[config.mk]
export PLATFORM = sky130hd
export DESIGN_NAME = segment_allocator_fit
export DESIGN_NICKNAME = d
export VERILOG_FILES = /design/src/rtl/saf_pkg.sv /design/src/rtl/saf_ctrl.sv /design/src/rtl/saf_datapath.sv /design/src/rtl/segment_allocator_fit.sv
export SDC_FILE = /design/constraint.sdc
export NUM_CORES = 2
export LEC_CHECK = 0
export ABC_AREA = 1
export BUFFER_PORTS_ARGS = -buffer_cell sky130_fd_sc_hd__buf_2
export CORE_ASPECT_RATIO = 1.5
export CORE_MARGIN = 2
export CORE_UTILIZATION = 45
export DETAILED_ROUTE_END_ITERATION = 6
export SETUP_SLACK_MARGIN = 0.15
export SLEW_MARGIN = 10
export SYNTH_ARGS = -nofsm -noshare
export SYNTH_HDL_FRONTEND = slang
export SYNTH_HIERARCHICAL = 1
export SYNTH_SLANG_ARGS = --single-unit
[constraint.sdc]
create_clock -name clock -period 9.5 [get_ports clock]
set_clock_uncertainty 0.2 [all_clocks]
set_input_delay 0 -clock clock [delete_from_list [all_inputs] [get_ports clock]]
set_output_delay 0 -clock clock [all_outputs]
set_load 0.01 [all_outputs]
[src/rtl/saf_pkg.sv]
// types, codes and constants shared by the segment allocator modules
package saf_pkg;

   localparam int ADDR_W   = 16;
   localparam int OWNER_W  = 8;
   localparam int FUNC_W   = 2;
   localparam int STATUS_W = 3;
   localparam int NFREE_W  = 7;
   localparam int PADDR_W  = 3;
   localparam int PDATA_W  = 32;

   localparam logic [ADDR_W-1:0] TOTAL_RESET = 16'd4096;

   localparam logic [FUNC_W-1:0] FUNC_FIRST = 2'd0;
   localparam logic [FUNC_W-1:0] FUNC_BEST  = 2'd1;
   localparam logic [FUNC_W-1:0] FUNC_FREE  = 2'd2;

   localparam logic [STATUS_W-1:0] ST_OK      = 3'd0;
   localparam logic [STATUS_W-1:0] ST_ZERO    = 3'd1;
   localparam logic [STATUS_W-1:0] ST_NOFIT   = 3'd2;
   localparam logic [STATUS_W-1:0] ST_NOOWNER = 3'd3;
   localparam logic [STATUS_W-1:0] ST_FULL    = 3'd4;

   // register index, taken from paddr[2]
   localparam logic REG_TOTAL_UNITS = 1'b0;

   typedef struct packed {
      logic [FUNC_W-1:0]  func;
      logic [ADDR_W-1:0]  request_size;
      logic [OWNER_W-1:0] owner_id;
   } req_type;

   typedef struct packed {
      logic [STATUS_W-1:0] status;
      logic [ADDR_W-1:0]   grant_address;
      logic [ADDR_W-1:0]   free_total;
      logic [NFREE_W-1:0]  free_segments;
   } rsp_type;

   typedef struct packed {
      logic [ADDR_W-1:0]  length;
      logic               is_free;
      logic [OWNER_W-1:0] owner;
   } entry_type;

   typedef enum logic [3:0] {
      S_IDLE,
      S_SCAN,
      S_SCAN_END,
      S_PLAN,
      S_SHIFT,
      S_WRITE_A,
      S_WRITE_B,
      S_COUNT,
      S_COUNT_END,
      S_DONE
   } state_type;

   typedef struct packed {
      logic restart;
      logic accept;
      logic scan_rd;
      logic plan;
      logic shift_rd;
      logic write_a;
      logic write_b;
      logic count_rd;
      logic respond;
   } cmd_type;

   typedef struct packed {
      logic rd_last;
      logic shift_left;
      logic rsp_free;
   } sts_type;

endpackage

[src/rtl/saf_ctrl.sv]
// sequencer for the segment allocator: scan, plan, shift, write, recount
module saf_ctrl (
   input  logic              clock,
   input  logic              reset,
   input  logic              req_valid,
   input  logic              restart_pend,
   input  saf_pkg::sts_type  sts,
   output saf_pkg::cmd_type  cmd,
   output logic              req_stall
);
   import saf_pkg::*;

   state_type state_ff, state_in;

   always_ff @(posedge clock) begin
      if (reset) begin
         state_ff <= S_IDLE;
      end else begin
         state_ff <= state_in;
      end
   end

   always_comb begin
      state_in = state_ff;
      unique case (state_ff)
         S_IDLE: begin
            if (!restart_pend && req_valid) state_in = S_SCAN;
         end
         S_SCAN: begin
            if (sts.rd_last) state_in = S_SCAN_END;
         end
         S_SCAN_END: state_in = S_PLAN;
         S_PLAN:     state_in = S_SHIFT;
         S_SHIFT: begin
            if (!sts.shift_left) state_in = S_WRITE_A;
         end
         S_WRITE_A: state_in = S_WRITE_B;
         S_WRITE_B: state_in = S_COUNT;
         S_COUNT: begin
            if (sts.rd_last) state_in = S_COUNT_END;
         end
         S_COUNT_END: state_in = S_DONE;
         S_DONE: begin
            if (sts.rsp_free) state_in = S_IDLE;
         end
         default: state_in = S_IDLE;
      endcase
   end

   always_comb begin
      cmd       = '0;
      req_stall = 1'b1;
      unique case (state_ff)
         S_IDLE: begin
            req_stall   = restart_pend;
            cmd.restart = restart_pend;
            cmd.accept  = !restart_pend && req_valid;
         end
         S_SCAN:      cmd.scan_rd  = 1'b1;
         S_SCAN_END:  cmd         = '0;
         S_PLAN:      cmd.plan     = 1'b1;
         S_SHIFT:     cmd.shift_rd = sts.shift_left;
         S_WRITE_A:   cmd.write_a  = 1'b1;
         S_WRITE_B:   cmd.write_b  = 1'b1;
         S_COUNT:     cmd.count_rd = 1'b1;
         S_COUNT_END: cmd         = '0;
         S_DONE:      cmd.respond  = sts.rsp_free;
         default:     cmd         = '0;
      endcase
   end

endmodule

[src/rtl/saf_datapath.sv]
// segment table memory, scan and merge arithmetic, result register
module saf_datapath #(
   parameter int MAX_SEGMENTS = 64
) (
   input  logic                        clock,
   input  logic                        reset,
   input  saf_pkg::cmd_type            cmd,
   input  logic [saf_pkg::ADDR_W-1:0]  total_units,
   input  saf_pkg::req_type            req_data,
   input  logic                        rsp_stall,
   output saf_pkg::sts_type            sts,
   output logic                        rsp_valid,
   output saf_pkg::rsp_type            rsp_data
);
   import saf_pkg::*;

   localparam int IDX_W = $clog2(MAX_SEGMENTS);
   localparam int CNT_W = $clog2(MAX_SEGMENTS + 1);
   localparam logic [CNT_W-1:0] CNT_MAX = CNT_W'(MAX_SEGMENTS);
   localparam logic [CNT_W-1:0] CNT_ONE = CNT_W'(1);
   localparam logic [CNT_W-1:0] CNT_TWO = CNT_W'(2);
   localparam logic [IDX_W-1:0] IDX_ONE = IDX_W'(1);
   localparam logic [IDX_W-1:0] IDX_TWO = IDX_W'(2);

   entry_type mem [MAX_SEGMENTS];
   entry_type rd_data_ff;

   logic [FUNC_W-1:0]   func_ff, func_in;
   logic [ADDR_W-1:0]   size_ff, size_in;
   logic [OWNER_W-1:0]  owner_ff, owner_in;
   logic [CNT_W-1:0]    used_ff, used_in;
   logic [CNT_W-1:0]    ptr_ff, ptr_in;
   logic                rd_scan_ff, rd_scan_in;
   logic                rd_shift_ff, rd_shift_in;
   logic                rd_count_ff, rd_count_in;
   logic [IDX_W-1:0]    rd_idx_ff, rd_idx_in;
   logic [ADDR_W-1:0]   acc_ff, acc_in;
   logic                found_ff, found_in;
   logic [IDX_W-1:0]    pick_ff, pick_in;
   logic [ADDR_W-1:0]   pick_len_ff, pick_len_in;
   logic [ADDR_W-1:0]   pick_start_ff, pick_start_in;
   logic [ADDR_W-1:0]   last_len_ff, last_len_in;
   logic                last_free_ff, last_free_in;
   logic                next_vld_ff, next_vld_in;
   logic [ADDR_W-1:0]   next_len_ff, next_len_in;
   logic                next_free_ff, next_free_in;
   logic [STATUS_W-1:0] status_ff, status_in;
   logic [ADDR_W-1:0]   grant_ff, grant_in;
   logic                up_ff, up_in;
   logic                two_ff, two_in;
   logic [CNT_W-1:0]    rem_ff, rem_in;
   logic                wa_en_ff, wa_en_in;
   logic [IDX_W-1:0]    wa_addr_ff, wa_addr_in;
   entry_type           wa_data_ff, wa_data_in;
   logic                wb_en_ff, wb_en_in;
   logic [IDX_W-1:0]    wb_addr_ff, wb_addr_in;
   entry_type           wb_data_ff, wb_data_in;
   logic [CNT_W-1:0]    used_new_ff, used_new_in;
   logic [ADDR_W-1:0]   ftot_ff, ftot_in;
   logic [CNT_W-1:0]    nfree_ff, nfree_in;
   logic                rsp_vld_ff, rsp_vld_in;
   rsp_type             rsp_ff, rsp_in;

   logic                rd_en;
   logic [IDX_W-1:0]    rd_addr;
   logic                wr_en;
   logic [IDX_W-1:0]    wr_addr;
   entry_type           wr_data;
   logic [IDX_W-1:0]    sh_addr;
   logic                is_alloc;
   logic                split;
   logic                prev_merge;
   logic                next_merge;
   logic [CNT_W-1:0]    pick_cnt;
   logic [CNT_W-1:0]    src_cnt;
   logic [ADDR_W-1:0]   merged_len;

   assign rd_en   = cmd.scan_rd || cmd.shift_rd || cmd.count_rd;
   assign rd_addr = ptr_ff[IDX_W-1:0];
   assign sh_addr = up_ff ? rd_idx_ff + IDX_ONE : rd_idx_ff - (two_ff ? IDX_TWO : IDX_ONE);

   always_comb begin
      wr_en   = 1'b0;
      wr_addr = '0;
      wr_data = '0;
      priority if (cmd.restart) begin
         wr_en   = 1'b1;
         wr_data = '{length: total_units, is_free: 1'b1, owner: '0};
      end else if (rd_shift_ff) begin
         wr_en   = 1'b1;
         wr_addr = sh_addr;
         wr_data = rd_data_ff;
      end else if (cmd.write_a) begin
         wr_en   = wa_en_ff;
         wr_addr = wa_addr_ff;
         wr_data = wa_data_ff;
      end else if (cmd.write_b) begin
         wr_en   = wb_en_ff;
         wr_addr = wb_addr_ff;
         wr_data = wb_data_ff;
      end
   end

   always_ff @(posedge clock) begin
      if (wr_en) mem[wr_addr] <= wr_data;
      if (rd_en) rd_data_ff <= mem[rd_addr];
   end

   assign is_alloc   = (func_ff == FUNC_FIRST) || (func_ff == FUNC_BEST);
   assign split      = pick_len_ff > size_ff;
   assign prev_merge = (pick_ff != '0) && last_free_ff;
   assign next_merge = next_vld_ff && next_free_ff;
   assign pick_cnt   = CNT_W'(pick_ff);
   assign src_cnt    = pick_cnt + (next_merge ? CNT_TWO : CNT_ONE);
   assign merged_len = (prev_merge ? last_len_ff : '0) + pick_len_ff
                       + (next_merge ? next_len_ff : '0);

   always_comb begin
      func_in       = func_ff;
      size_in       = size_ff;
      owner_in      = owner_ff;
      used_in       = used_ff;
      ptr_in        = ptr_ff;
      rd_scan_in    = cmd.scan_rd;
      rd_shift_in   = cmd.shift_rd;
      rd_count_in   = cmd.count_rd;
      rd_idx_in     = rd_en ? rd_addr : rd_idx_ff;
      acc_in        = acc_ff;
      found_in      = found_ff;
      pick_in       = pick_ff;
      pick_len_in   = pick_len_ff;
      pick_start_in = pick_start_ff;
      last_len_in   = last_len_ff;
      last_free_in  = last_free_ff;
      next_vld_in   = next_vld_ff;
      next_len_in   = next_len_ff;
      next_free_in  = next_free_ff;
      status_in     = status_ff;
      grant_in      = grant_ff;
      up_in         = up_ff;
      two_in        = two_ff;
      rem_in        = rem_ff;
      wa_en_in      = wa_en_ff;
      wa_addr_in    = wa_addr_ff;
      wa_data_in    = wa_data_ff;
      wb_en_in      = wb_en_ff;
      wb_addr_in    = wb_addr_ff;
      wb_data_in    = wb_data_ff;
      used_new_in   = used_new_ff;
      ftot_in       = ftot_ff;
      nfree_in      = nfree_ff;
      rsp_vld_in    = rsp_vld_ff;
      rsp_in        = rsp_ff;

      if (cmd.restart) used_in = CNT_ONE;

      if (cmd.accept) begin
         func_in      = req_data.func;
         size_in      = req_data.request_size;
         owner_in     = req_data.owner_id;
         ptr_in       = '0;
         acc_in       = '0;
         found_in     = 1'b0;
         last_free_in = 1'b0;
         next_vld_in  = 1'b0;
      end

      if (cmd.scan_rd || cmd.count_rd) ptr_in = ptr_ff + CNT_ONE;

      // scan: starts follow as a running sum of the lengths
      if (rd_scan_ff) begin
         acc_in = acc_ff + rd_data_ff.length;
         if (is_alloc) begin
            if (rd_data_ff.is_free && rd_data_ff.length >= size_ff &&
                (!found_ff || (func_ff == FUNC_BEST && rd_data_ff.length < pick_len_ff))) begin
               found_in      = 1'b1;
               pick_in       = rd_idx_ff;
               pick_len_in   = rd_data_ff.length;
               pick_start_in = acc_ff;
            end
         end else if (func_ff == FUNC_FREE) begin
            if (!found_ff && !rd_data_ff.is_free && rd_data_ff.owner == owner_ff) begin
               found_in    = 1'b1;
               pick_in     = rd_idx_ff;
               pick_len_in = rd_data_ff.length;
            end else if (found_ff && !next_vld_ff) begin
               next_vld_in  = 1'b1;
               next_len_in  = rd_data_ff.length;
               next_free_in = rd_data_ff.is_free;
            end else if (!found_ff) begin
               last_len_in  = rd_data_ff.length;
               last_free_in = rd_data_ff.is_free;
            end
         end
      end

      if (cmd.plan) begin
         status_in   = ST_OK;
         grant_in    = '0;
         wa_en_in    = 1'b0;
         wa_addr_in  = pick_ff + IDX_ONE;
         wa_data_in  = '{length: pick_len_ff - size_ff, is_free: 1'b1, owner: '0};
         wb_en_in    = 1'b0;
         wb_addr_in  = pick_ff;
         wb_data_in  = '{length: size_ff, is_free: 1'b0, owner: owner_ff};
         used_new_in = used_ff;
         up_in       = 1'b0;
         two_in      = 1'b0;
         rem_in      = '0;
         if (is_alloc) begin
            if (size_ff == '0) begin
               status_in = ST_ZERO;
            end else if (!found_ff) begin
               status_in = ST_NOFIT;
            end else if (split && used_ff >= CNT_MAX) begin
               status_in = ST_FULL;
            end else begin
               grant_in = pick_start_ff;
               wb_en_in = 1'b1;
               if (split) begin
                  // open a slot after the pick for the remainder
                  wa_en_in    = 1'b1;
                  used_new_in = used_ff + CNT_ONE;
                  up_in       = 1'b1;
                  ptr_in      = used_ff - CNT_ONE;
                  rem_in      = used_ff - CNT_ONE - pick_cnt;
               end
            end
         end else if (func_ff == FUNC_FREE) begin
            if (!found_ff) begin
               status_in = ST_NOOWNER;
            end else begin
               wb_en_in   = 1'b1;
               wb_addr_in = prev_merge ? pick_ff - IDX_ONE : pick_ff;
               wb_data_in = '{length: merged_len, is_free: 1'b1, owner: '0};
               if (prev_merge || next_merge) begin
                  // close the gap left by the absorbed neighbours
                  two_in      = prev_merge && next_merge;
                  used_new_in = used_ff - ((prev_merge && next_merge) ? CNT_TWO : CNT_ONE);
                  ptr_in      = src_cnt;
                  rem_in      = used_ff - src_cnt;
               end
            end
         end
      end

      if (cmd.shift_rd) begin
         rem_in = rem_ff - CNT_ONE;
         ptr_in = up_ff ? ptr_ff - CNT_ONE : ptr_ff + CNT_ONE;
      end

      if (cmd.write_b) begin
         used_in  = used_new_ff;
         ptr_in   = '0;
         ftot_in  = '0;
         nfree_in = '0;
      end

      if (rd_count_ff && rd_data_ff.is_free) begin
         ftot_in  = ftot_ff + rd_data_ff.length;
         nfree_in = nfree_ff + CNT_ONE;
      end

      if (cmd.respond) begin
         rsp_vld_in = 1'b1;
         rsp_in     = '{status: status_ff, grant_address: grant_ff,
                        free_total: ftot_ff, free_segments: NFREE_W'(nfree_ff)};
      end else if (rsp_vld_ff && !rsp_stall) begin
         rsp_vld_in = 1'b0;
      end
   end

   always_ff @(posedge clock) begin
      if (reset) begin
         used_ff     <= CNT_ONE;
         rd_scan_ff  <= 1'b0;
         rd_shift_ff <= 1'b0;
         rd_count_ff <= 1'b0;
         found_ff    <= 1'b0;
         rsp_vld_ff  <= 1'b0;
      end else begin
         used_ff     <= used_in;
         rd_scan_ff  <= rd_scan_in;
         rd_shift_ff <= rd_shift_in;
         rd_count_ff <= rd_count_in;
         found_ff    <= found_in;
         rsp_vld_ff  <= rsp_vld_in;
      end
   end

   always_ff @(posedge clock) begin
      func_ff       <= func_in;
      size_ff       <= size_in;
      owner_ff      <= owner_in;
      ptr_ff        <= ptr_in;
      rd_idx_ff     <= rd_idx_in;
      acc_ff        <= acc_in;
      pick_ff       <= pick_in;
      pick_len_ff   <= pick_len_in;
      pick_start_ff <= pick_start_in;
      last_len_ff   <= last_len_in;
      last_free_ff  <= last_free_in;
      next_vld_ff   <= next_vld_in;
      next_len_ff   <= next_len_in;
      next_free_ff  <= next_free_in;
      status_ff     <= status_in;
      grant_ff      <= grant_in;
      up_ff         <= up_in;
      two_ff        <= two_in;
      rem_ff        <= rem_in;
      wa_en_ff      <= wa_en_in;
      wa_addr_ff    <= wa_addr_in;
      wa_data_ff    <= wa_data_in;
      wb_en_ff      <= wb_en_in;
      wb_addr_ff    <= wb_addr_in;
      wb_data_ff    <= wb_data_in;
      used_new_ff   <= used_new_in;
      ftot_ff       <= ftot_in;
      nfree_ff      <= nfree_in;
      rsp_ff        <= rsp_in;
   end

   assign sts.rd_last    = ptr_ff == (used_ff - CNT_ONE);
   assign sts.shift_left = rem_ff != '0;
   assign sts.rsp_free   = !rsp_vld_ff || !rsp_stall;
   assign rsp_valid      = rsp_vld_ff;
   assign rsp_data       = rsp_ff;

   a_used_range: assert property (@(posedge clock) disable iff (reset)
      used_ff != '0 && used_ff <= CNT_MAX)
      else $error("segment count out of range");

   a_split_room: assert property (@(posedge clock) disable iff (reset)
      (cmd.write_a && wa_en_ff) |-> used_ff < CNT_MAX)
      else $error("split written into a full table");

   a_shift_target: assert property (@(posedge clock) disable iff (reset)
      rd_shift_ff |-> CNT_W'(sh_addr) < used_new_ff)
      else $error("shifted entry lands beyond the table");

endmodule

[src/rtl/segment_allocator_fit.sv]
// segment allocator: first fit / best fit with coalescing of free neighbours
//
// req channel: one request item per accept (func, request_size, owner_id),
// taken when req_valid is high and req_stall is low. rsp channel: one
// result item per request (status, grant_address, free_total,
// free_segments), held while rsp_stall is high.
// Each request reads the whole table once to choose a segment, moves the
// entries behind a split or a merge one a cycle, writes up to two entries
// and reads the table again to count free space. Items are handled one at
// a time; the next request is taken while a result still waits on a
// stalled rsp channel, and is finished up to the result register before
// it waits too.
// Reset sets total_units to 4096 and leaves a restart pending, after which
// the table holds a single free segment. A write of total_units over the
// APB port restarts the map the same way, stalling req while it is pending.
module segment_allocator_fit #(
   parameter int MAX_SEGMENTS = 64
) (
   input  logic                          clock,
   input  logic                          reset,
   input  logic                          req_valid,
   output logic                          req_stall,
   input  saf_pkg::req_type              req_data,
   output logic                          rsp_valid,
   input  logic                          rsp_stall,
   output saf_pkg::rsp_type              rsp_data,
   input  logic                          psel,
   input  logic                          penable,
   input  logic                          pwrite,
   input  logic [saf_pkg::PADDR_W-1:0]   paddr,
   input  logic [saf_pkg::PDATA_W-1:0]   pwdata,
   output logic [saf_pkg::PDATA_W-1:0]   prdata,
   output logic                          pready
);
   import saf_pkg::*;

   logic [ADDR_W-1:0] total_ff, total_in;
   logic              pend_ff, pend_in;
   logic              csr_write;
   cmd_type           cmd;
   sts_type           sts;

   assign csr_write = psel && penable && pwrite && (paddr[2] == REG_TOTAL_UNITS);

   always_comb begin
      total_in = total_ff;
      pend_in  = pend_ff;
      if (csr_write) begin
         total_in = pwdata[ADDR_W-1:0];
         pend_in  = 1'b1;
      end else if (cmd.restart) begin
         pend_in = 1'b0;
      end
   end

   always_ff @(posedge clock) begin
      if (reset) begin
         total_ff <= TOTAL_RESET;
         pend_ff  <= 1'b1;
      end else begin
         total_ff <= total_in;
         pend_ff  <= pend_in;
      end
   end

   assign prdata = (paddr[2] == REG_TOTAL_UNITS) ? PDATA_W'(total_ff) : '0;
   assign pready = 1'b1;

   saf_ctrl u_ctrl (
      .clock        (clock),
      .reset        (reset),
      .req_valid    (req_valid),
      .restart_pend (pend_ff),
      .sts          (sts),
      .cmd          (cmd),
      .req_stall    (req_stall)
   );

   saf_datapath #(
      .MAX_SEGMENTS (MAX_SEGMENTS)
   ) u_datapath (
      .clock        (clock),
      .reset        (reset),
      .cmd          (cmd),
      .total_units  (total_ff),
      .req_data     (req_data),
      .rsp_stall    (rsp_stall),
      .sts          (sts),
      .rsp_valid    (rsp_valid),
      .rsp_data     (rsp_data)
   );

endmodule
==> results by group <==
Setup path
  – Critical path peak fanout: 25
  – Critical path's slowest cell: nor2_4
  – Largest delay share family, worst path: simple AND/OR/NAND/NOR gates
  – Req. time, crit path: 9.71 ns
  – Setup CP Type: reg -> reg
  – R2R Path End: u_datapath/mem[6][0]
  – Critical Path, Cell by Cell: nor2_2 > inv_1 > nor2_1 > inv_1 > nor2_2 > buf_4 > nor2_2 > inv_1 > a21oi_1 > o21ai_0 > nand2_1 > inv_2 > nand3_1 > nor2_4
  – WP depth: 14
  – Worst r2r path cells: 14
  – CP startpoint kind: flip-flop
  – FF-to-FF setup slack: 4.26 ns
  – CP endpoint kind: flip-flop
  – Arrival @ worst endpoint: 5.44 ns
  – R2R Path Start: u_ctrl/state_ff[0]
  – Buf/Inv on CP: 5
  – CP peak stage delay: 1.15 ns

Logic synthesis
  – Post-synth EDFFs: 1898
  – #FFs+latches synth: 1940
  – Area contributors post-synth: edfxtp_1, o21ai_0, nor2_1
  – Yosys warnings: 6
  – Top cell type's share of synthesized area: 0.698
  – Asr flop ratio synth: 0
  – Post-synth cell types: 60
  – Top FF cell, synth: edfxtp_1
  – Syn avg cell area: 12.3 µm²
  – Sequential area share after synthesis: 0.709
  – Synthesized instance count: 6643
  – Post-synth top area cell: edfxtp_1
  – Mapped Area: 81600 µm²

Floorplanning
  – Initial core utilization: 0.452
  – Die Y: 526 µm
  – Die W: 352 µm
  – Core area: 180000 µm²
  – # rows: 191
  – Area of the die: 185000 µm²
  – I/O pin cnt: 145

Clock network
  – CTS clock-pin slew for the worst setup and hold paths: 0.06 ns
  – TritonCTS buffer count: 182
  – H-tree depth: 4
  – CTS max path bufs: 4
  – Postcts setup bufs: 0
  – Skew-Pair Late Insertion Delay: 0.83 ns
  – # clock sinks: 1940
  – CTS tree: done
  – Clock Tree Root: clkbuf_16
  – Cts repair resizes: 0

GRT
  – First-pass GRT wire length: 339000 µm
  – Vias in the first global route: 52531
  – Initial antenna violation count: 4
  – Largest net degree at the start of global routing: 189
  – Total track usage: 0.248
  – Grt ovf: 0

Final layout
  – Ratio of cells with drive above 1 in the final layout: 0.0978
  – Area Overhead vs Synth: 12.7%
  – Fin cells: 9383
  – Area of the multi-input gates: 21100 µm²
  – Fin util: 0.510
  – Fillers: 15381
  – Layout Nets: 7045
  – FF/Latch Area: 57800 µm²

Min path
  – Worst hold path cell count: 4
  – Min-delay src: req_valid
  – WHS Endpoint: u_datapath/func_ff[1]
  – HP Class: in -> reg

Placed design
  – Placer Congestion: 0.925
  – DP HPWL: 135000 µm
  – IO Port Bufs: 109
  – Placed Cells: 8934

STA
  – RSZ-0062 raised after global routing: no
  – Final period utilization: 0.551
  – Final Critical Period: 5.24 ns
  – Relative slew slack: 0.185
  – Slew Limit Fails: 0
  – Fmax: 191 MHz
  – Worst-margin pin slew: 1.22 ns
  – Final setup viols: 0
  – Final Hold Vio Count: 0
  – Sum Neg Setup Slack: 0 ns

Routing
  – Initial drt markers: 5019
  – 1st-pass router iterations: 6
  – Routed len/inst: 24.8 µm
  – Final ANT Viol Nets: 0
  – Total wire length: 233000 µm
  – Vias: 54164
  – DR vias/cell: 5.77
  – Drt drc: 0

Power and ir drop
  – Power Density: 279 nW/µm²
  – Total power draw: 0.0256 W
  – Leakage power: 31.4 nW
  – Worst vdd rail ir drop: 0.214 mV

Run status
  – Status: completed

Run
  – Max-Cap Viols: 0
## cells in the final DEF (no fill, tap or decap), types with 15 or more instances in the layout
cell type and instances:
ha_1 120, a21oi_1 192, o211ai_1 102, o21ai_1 56
buf_2 109, o21ai_0 827, buf_4 137, fa_1 24
nor3_1 18, nor2_1 988, clkinv_2 38, dfxtp_1 38
nand4_1 44, nand2_1 645, clkinv_1 43, inv_1 338
clkbuf_1 34, o22ai_1 265, nor2_2 85, o21ai_4 21
conb_1 17, xor2_1 43, xnor2_1 21, a31oi_1 20
inv_2 15, a221oi_1 24, dlygate4sd3_1 127, clkbuf_16 184
o221ai_1 69, nand3_1 265, edfxtp_1 1898, nor2_4 20
bufinv_16 15
## tightest hold or removal path, stage by stage
cell and delay (ns):
dlygate4sd3_1 0.52, buf_2 0.09, nand2_1 0.14, nor2_4 0.16
## power by group
part | internal [W] | switching (W) | leakage (nW) | total, W
Sequential | 0.0100 | 0.000353 | 17.4 | 0.0104
Clock | 0.00396 | 0.00312 | 2.76 | 0.00707
Combinational | 0.00210 | 0.00607 | 11.3 | 0.00817
Total | 0.0161 | 0.00954 | 31.4 | 0.0256
## registers in the layout (all words and copies together) (netlist names), 25 cells and up
name and flops:
u_datapath/mem 1600, u_datapath/rsp_data 42, u_datapath/rd_data_ff 25, u_datapath/wb_data_ff 25
## cell type report
class	instances	area share
sequential	1940	0.629
multi-input combinational	3969	0.230
inverter	361	0.0150
timing repair buffer	379	0.0322
antenna	1	0.0000272
clock inverter	103	0.00981
clock buffer	218	0.0515
tap	2412	0.0328
## how the worst max path moves through the flow
stage                            endpoint  slack [ns]          startpoint
floorplan            u_datapath/ptr_ff[0]        4.24  u_ctrl/state_ff[3]
global placement    u_datapath/mem[4][13]        4.30  u_ctrl/state_ff[0]
detailed placement   u_datapath/mem[6][3]        4.26  u_ctrl/state_ff[1]
CTS                  u_datapath/mem[4][9]        4.20  u_ctrl/state_ff[0]
global route         u_datapath/mem[6][9]        4.03  u_ctrl/state_ff[0]
finish               u_datapath/mem[6][0]        4.26  u_ctrl/state_ff[0]
## metal layers
layer,track usage,vias up,routed length [µm]
met3,0.0296,497,14800
met5,0,-,22
met1,0.305,27034,88600
met4,0.129,4,13300
met2,0.426,2146,116000
li1,-,24483,-
## Yosys cell counts, types with 3 or more instances
cell	count
a21boi_0	5
a21o_1	10
a21oi_1	193
a221oi_1	24
a22o_1	9
a22oi_1	8
a31oi_1	20
a32o_1	3
buf_1	30
buf_2	131
buf_4	49
buf_6	7
clkbuf_1	170
dfxtp_1	42
edfxtp_1	1898
fa_1	24
ha_1	120
inv_1	340
inv_2	18
nand2_1	645
nand2_2	12
nand3_1	265
nand3_2	4
nand3b_1	5
nand4_1	44
nor2_1	1058
nor2_2	32
nor2_4	3
nor3_1	20
o211ai_1	102
o21a_1	11
o21ai_0	848
o21ai_1	56
o21bai_1	7
o221ai_1	69
o22ai_1	265
o31ai_1	5
or2_2	3
xnor2_1	21
xor2_1	43
## what timing repair did
| action | CTS | global route |
|---|---|---|
| hold buffers | 127 | 0 |
| setup endpoints to repair | 0 | 0 |
| endpoints found under the hold margin | 128 | 0 |
## kinds of logic (layout without fill, tap and decap cells)
group           Yosys count  count (layout)  synth area share
compound gates         1645            1645             0.115
xor+xnor                 64              64           0.00687
fa+ha+maj               144             144            0.0243
buf+inv                 749            1061            0.0396
flops                  1940            1940             0.709
other cells               2              18         0.0000920
simple gates           2099            2099             0.105
## per-stage QoR
step / cell area, µm² / hold WS, ns / setup slack (ns)
finish: 92000 / 0.0289 / 4.26
global route: 92000 / 0.0758 / 4.03
CTS: 92000 / 0.0170 / 4.20
detailed placement: 85100 / -0.0212 / 4.26
global placement: 85100 / -0.0211 / 4.30
floorplan: 81700 / -0.131 / 4.24
No activity file was read; power rests on OpenSTA's default activity.
